[config.mk]
export PLATFORM = sky130hd
export DESIGN_NAME = bmp_mulmod
export DESIGN_NICKNAME = d
export VERILOG_FILES = /design/src/rtl/bmp_pkg.sv /design/src/rtl/bmp_mulmod.sv
export SDC_FILE = /design/constraint.sdc
export NUM_CORES = 1
export LEC_CHECK = 0
export ABC_AREA = 1
export CAP_MARGIN = 5
export CORE_MARGIN = 2
export CORE_UTILIZATION = 39
export DETAILED_ROUTE_END_ITERATION = 7
export DONT_BUFFER_PORTS = 1
export SETUP_SLACK_MARGIN = 0.2
export SYNTH_ARGS = -nofsm -noshare
export SYNTH_HDL_FRONTEND = slang
export SYNTH_SLANG_ARGS = --single-unit
export TNS_END_PERCENT = 5
[constraint.sdc]
create_clock -name clk -period 21.7 [get_ports clk]
set_input_delay 4.34 -clock clk [delete_from_list [all_inputs] [get_ports clk]]
set_output_delay 4.34 -clock clk [all_outputs]
set_load 0.1 [all_outputs]
[src/rtl/bmp_pkg.sv]
// Package for the binomial-mod-prime block: widths, reset constants, shared types.
// No dependencies.
`default_nettype none
package bmp_pkg;
  localparam int unsigned ValW = 30;
  localparam int unsigned IdxW = 16;
  localparam int unsigned TableEntriesDefault = 65536;
  localparam logic [ValW-1:0] ModulusReset = 30'd1000000007;
  localparam logic [0:0] KindLoad = 1'b0;
  localparam logic [0:0] KindQuery = 1'b1;
  localparam logic [0:0] RegModulus = 1'b0;

  // Request to the shared modular arithmetic unit.
  typedef struct packed {
    logic            start;
    logic            inv;      // 1: invert a, 0: multiply a*b
    logic [ValW-1:0] a;
    logic [ValW-1:0] b;
  } arith_req_t;
endpackage
`default_nettype wire

[src/rtl/bmp_mulmod.sv]
// Sequential modular unit: a*b mod m by shift-add after reducing a modulo m,
// or inverse of a mod m by the extended Euclidean algorithm, one bit a cycle.
// Depends on bmp_pkg.
`default_nettype none
module bmp_mulmod (
  input  wire                         clk,
  input  wire                         rst_n,
  input  wire bmp_pkg::arith_req_t    req,
  input  wire [bmp_pkg::ValW-1:0]     modulus,
  output logic                        done,
  output logic [bmp_pkg::ValW-1:0]    result
);
  import bmp_pkg::*;
  typedef enum logic [2:0] {S_IDLE, S_RED, S_MUL, S_DIV, S_SUB, S_FIX} st_t;
  localparam int unsigned SW = ValW + 2;
  localparam int unsigned WW = 2 * ValW;

  st_t st_r;
  logic inv_r;
  logic [ValW-1:0] acc_r, a_r, b_r;
  logic [4:0] bit_r;
  // Euclid: r0 and r1 stay below 2^30; s values stay within m in magnitude.
  logic [ValW-1:0] r0_r, r1_r, rem_r;
  logic signed [SW-1:0] s0_r, s1_r, sacc_r;

  logic [ValW:0] dbl, dbl_red, add, add_red;
  logic [ValW-1:0] dvsr;
  logic [WW-1:0] dvsr_sh;
  logic take;
  logic [ValW-1:0] rem_nxt;
  logic signed [SW-1:0] sacc_nxt, smod, m_s;

  // Multiply step: acc = 2*acc + a*b[bit], kept below m.
  always_comb begin
    dbl = {acc_r, 1'b0};
    dbl_red = (dbl >= {1'b0, modulus}) ? dbl - {1'b0, modulus} : dbl;
    add = dbl_red + {1'b0, a_r};
    add_red = (add >= {1'b0, modulus}) ? add - {1'b0, modulus} : add;
  end

  // Shared shift-subtract step: reduces a modulo m, or divides r0 by r1.
  always_comb begin
    dvsr = (st_r == S_RED) ? modulus : r1_r;
    dvsr_sh = {{ValW{1'b0}}, dvsr} << bit_r;
    take = {{ValW{1'b0}}, rem_r} >= dvsr_sh;
    rem_nxt = take ? rem_r - dvsr_sh[ValW-1:0] : rem_r;
    sacc_nxt = take ? sacc_r - (s1_r <<< bit_r) : sacc_r;
  end

  always_comb begin
    m_s = $signed({2'b0, modulus});
    smod = s0_r;
    if (smod < 0) smod = smod + m_s;
    if (smod >= m_s) smod = smod - m_s;
  end

  always_ff @(posedge clk) begin
    if (!rst_n) begin
      st_r <= S_IDLE;
      done <= 1'b0;
    end else begin
      done <= (st_r == S_FIX);
      case (st_r)
        S_IDLE: begin
          if (req.start) begin
            inv_r <= req.inv;
            if (req.inv) begin
              r0_r <= req.a;
              r1_r <= modulus;
              s0_r <= SW'(1);
              s1_r <= '0;
              st_r <= S_DIV;
            end else begin
              // The multiplicand may be unreduced, so reduce it first.
              rem_r <= req.a;
              b_r <= req.b;
              bit_r <= 5'(ValW - 1);
              st_r <= S_RED;
            end
          end
        end
        S_RED: begin
          rem_r <= rem_nxt;
          if (bit_r == '0) begin
            a_r <= rem_nxt;
            acc_r <= '0;
            bit_r <= 5'(ValW - 1);
            st_r <= S_MUL;
          end else bit_r <= bit_r - 5'd1;
        end
        S_MUL: begin
          acc_r <= b_r[bit_r] ? add_red[ValW-1:0] : dbl_red[ValW-1:0];
          if (bit_r == '0) st_r <= S_FIX;
          else bit_r <= bit_r - 5'd1;
        end
        S_DIV: begin
          if (r1_r == '0) st_r <= S_FIX;
          else begin
            rem_r <= r0_r;
            sacc_r <= s0_r;
            bit_r <= 5'(ValW - 1);
            st_r <= S_SUB;
          end
        end
        S_SUB: begin
          rem_r <= rem_nxt;
          sacc_r <= sacc_nxt;
          if (bit_r == '0) begin
            r0_r <= r1_r;
            r1_r <= rem_nxt;
            s0_r <= s1_r;
            s1_r <= sacc_nxt;
            st_r <= S_DIV;
          end else bit_r <= bit_r - 5'd1;
        end
        S_FIX: begin
          result <= inv_r ? smod[ValW-1:0] : acc_r;
          st_r <= S_IDLE;
        end
        default: st_r <= S_IDLE;
      endcase
    end
  end

`ifndef NO_ASSERTIONS
  a_done_pulse: assert property (@(posedge clk) disable iff (!rst_n) done |=> !done)
    else $error("done held");
  a_done_idle: assert property (@(posedge clk) disable iff (!rst_n) done |-> st_r == S_IDLE)
    else $error("done outside idle");
  a_idle_after_fix: assert property (@(posedge clk) disable iff (!rst_n)
    st_r == S_FIX |=> done) else $error("fix without done");
`endif
endmodule
`default_nettype wire

==> run summary <==
Status = finished clean
Total grt overflow = 0
Post-synth EDFFs = 312
Commonest non-fill, non-tap cells in the layout = nand2_1 (1242), nand3_1 (490), inv_1 (486), edfxtp_1 (312), o21ai_0 (296)
Skew final = 0.02942 ns
Util after Layout = 42.33%
Pwr Total = 4.224 mW
Syn_nets = 4708
Startpoint Class = primary input
First-pass iteration count of the detailed router = 6
Slew headroom = 18.64%
WS Path Type = primary input to flip-flop
Max clock buf depth = 3
Slowest cell on crit path = inv_1
Power density over cell area = 129.0 nW/um^2
CTS sink count = 316
Dpl ws = 9.086 ns
Leakage = 14.96 nW
Setup crit end kind = flip-flop
Global-route wire length before repair = 181700 microns
Post-route cell area = 32730 sq um
Delay-heaviest family, CP = compound AO/OA/AOI/OAI gates
I/O pins = 125
Most common cell after layout, fill and taps aside = nand2_1
Number of global-route vias before repair = 28470
Area Overhead vs Synth = 7.486%
Unique masters post-synth = 52
First DRT Iteration DRCs = 3248
Final Non-Filler Cells = 5376
Die height = 283.4 microns
CTS Hold Bufs = 0
Post-synth top flop = edfxtp_1
Largest net degree at the start of global routing = 81
Die ar. = 80340 sq um
GR peak layer = met2
Final setup fails = 0
Worst path buffer plus inverter count = 5
Regs by FF count = s0_r x32, s1_r x32, sacc_r x32
Total setup buffers inserted after CTS = 0
Final WL = 123600 microns
DRC = 0
CP peak stage delay = 0.74 ns
# rows = 102
NumNets Final = 4618
H-tree Lvls = 2
DR WL/cell = 23.00 microns
Mean Syn Cell Area = 6.931 sq um
Worst Hold Slack = 0.5617 ns
Met1 Use GR = 39.36%
Met3 usage = 4.486%
Synth Instances = 4394
Buffers on Ports = 0
HP Class = flip-flop to flip-flop
Core ar. = 77340 sq um
GP Congestion = 1.024
TritonCTS clock tree = built
Clk slew on worst S/H paths = 0.06 ns
Post-DRT Antenna Nets = 0
Slew of the pin with the lowest slew margin = 1.209 ns
RSZ-0062 raised after global routing = false
Synthesis-stage register bit count = 316
CTS Root Cell = clkbuf_16
Synth async-reset ratio = 0%
Final-report hold violation count = 0
Maximum VDD drop = 0.00006633 V
Final worst slack = 9.458 ns
N_diodes = 0
Max Cap Violations = 0
Crit path time final = 12.24 ns
Initial Util = 39.38%
Clk_lat worst skew = 0.62 ns
PostCTS Resize Cnt = 0
Initial antenna violation count = 3
Die width = 283.4 microns
Via density = 5.665
GR Util All Layers = 29.89%
Fmax = 0.08168 GHz
Placed cells = 5302
CP arrival = 12.58 ns
Number of CTS-inserted buffers = 40
Yosys warning count = 0
Slew Viols, Final = 0
Met2 usage in global routing = 47.27%
Post-route clock period utilization = 56.42%
Vias = 30460
Most common cell on crit path = nand2_1
Post-Syn Area = 30450 sq um
Worst Path Required = 22.04 ns
Sequential element share of the synthesized area = 31.03%
Post-DP HPWL = 97270 microns
Layout cells sized above 1 = 3.160%
Dpl cell area = 31400 sq um
TNS Setup = 0 ns
Crit path max fanout = 32
-- worst register-to-register path, delay by kind of cell, from the launching register on --
family | cells | cell delay [ns]
DFF | 1 | 0.48
buffers and inverters | 4 | 1.78
and+or+nand+nor | 17 | 2.11
xor gates and xnor gates | 1 | 0.26
adders and majority gates | 3 | 1.26
AOI/OAI and AO/OA | 12 | 2.76
-- cell type report --
cell class	instances	area (sq um)
clock buffer	46	1023
clock inverter	28	311.5
fill	8286	44610
inverter	497	1868
multi-input combinational	3414	18520
sequential	316	9449
tap	1040	1301
timing repair buffer	35	262.8
-- synthesized netlist by cell type (3+ instances only) --
library cell / n / area share [%]
a211oi_1: 8 / 0.20
a21boi_0: 17 / 0.42
a21o_1: 34 / 0.84
a21oi_1: 270 / 4.4
a221oi_1: 10 / 0.29
a22oi_1: 32 / 0.79
a31oi_1: 38 / 0.78
a32o_1: 3 / 0.099
and2_1: 32 / 0.66
buf_1: 35 / 0.43
buf_2: 34 / 0.56
buf_4: 7 / 0.17
clkbuf_1: 90 / 1.1
clkinv_1: 4 / 0.049
dfxtp_1: 4 / 0.26
edfxtp_1: 312 / 31
fa_1: 7 / 0.46
ha_1: 213 / 8.8
inv_1: 488 / 6.0
inv_2: 5 / 0.062
mux2i_1: 13 / 0.43
nand2_1: 1242 / 15
nand3_1: 490 / 8.1
nand3b_1: 42 / 1.0
nand4_1: 28 / 0.58
nor2_1: 288 / 3.5
nor3_1: 42 / 0.69
nor4_1: 18 / 0.37
o2111ai_1: 3 / 0.086
o211ai_1: 18 / 0.44
o21a_1: 24 / 0.59
o21ai_0: 296 / 4.9
o21ai_1: 5 / 0.082
o21bai_1: 14 / 0.35
o221ai_1: 4 / 0.12
o22ai_1: 9 / 0.18
o311ai_0: 3 / 0.086
o31ai_1: 4 / 0.099
or2_2: 12 / 0.25
xnor2_1: 83 / 2.4
xor2_1: 97 / 2.8
-- where the power goes --
part / internal (mW) / total (mW) / switching [mW] / leakage, nW
clock: 0.392 / 0.699 / 0.308 / 0.630
sequential: 0.817 / 0.895 / 0.0782 / 2.90
combinational: 0.828 / 2.63 / 1.80 / 11.4
-- worst paths after layout --
kind / cells after the start / startpoint / slack [ns] / endpoint
max: 38 / modulus[2] / 9.46 / acc_r[29]
min: 2 / r0_r[7] / 0.56 / rem_r[7]
max reg2reg: 37 / acc_r[1] / 12.78 / acc_r[29]
min reg2reg: 2 / r0_r[7] / 0.56 / rem_r[7]
-- routing by layer --
layer  vias up  share of wire (%)
met5         -                  0
met4         0                6.1
met3       256                7.7
met2      1269                 44
met1     14280                 42
li1      14650                  -
-- logic make-up (layout without fill, tap and decap cells) --
kind of cell | count (synthesis) | in the layout | share of synthesized area (%)
muxes | 13 | 13 | 0.4273
xor gates and xnor gates | 180 | 180 | 5.177
DFF | 316 | 316 | 31.03
buffers and inverters | 664 | 606 | 8.435
adders and majority gates | 220 | 220 | 9.211
AOI/OAI and AO/OA | 799 | 799 | 14.97
and+or+nand+nor | 2202 | 2202 | 30.76
No activity file was read; power rests on OpenSTA's default activity.
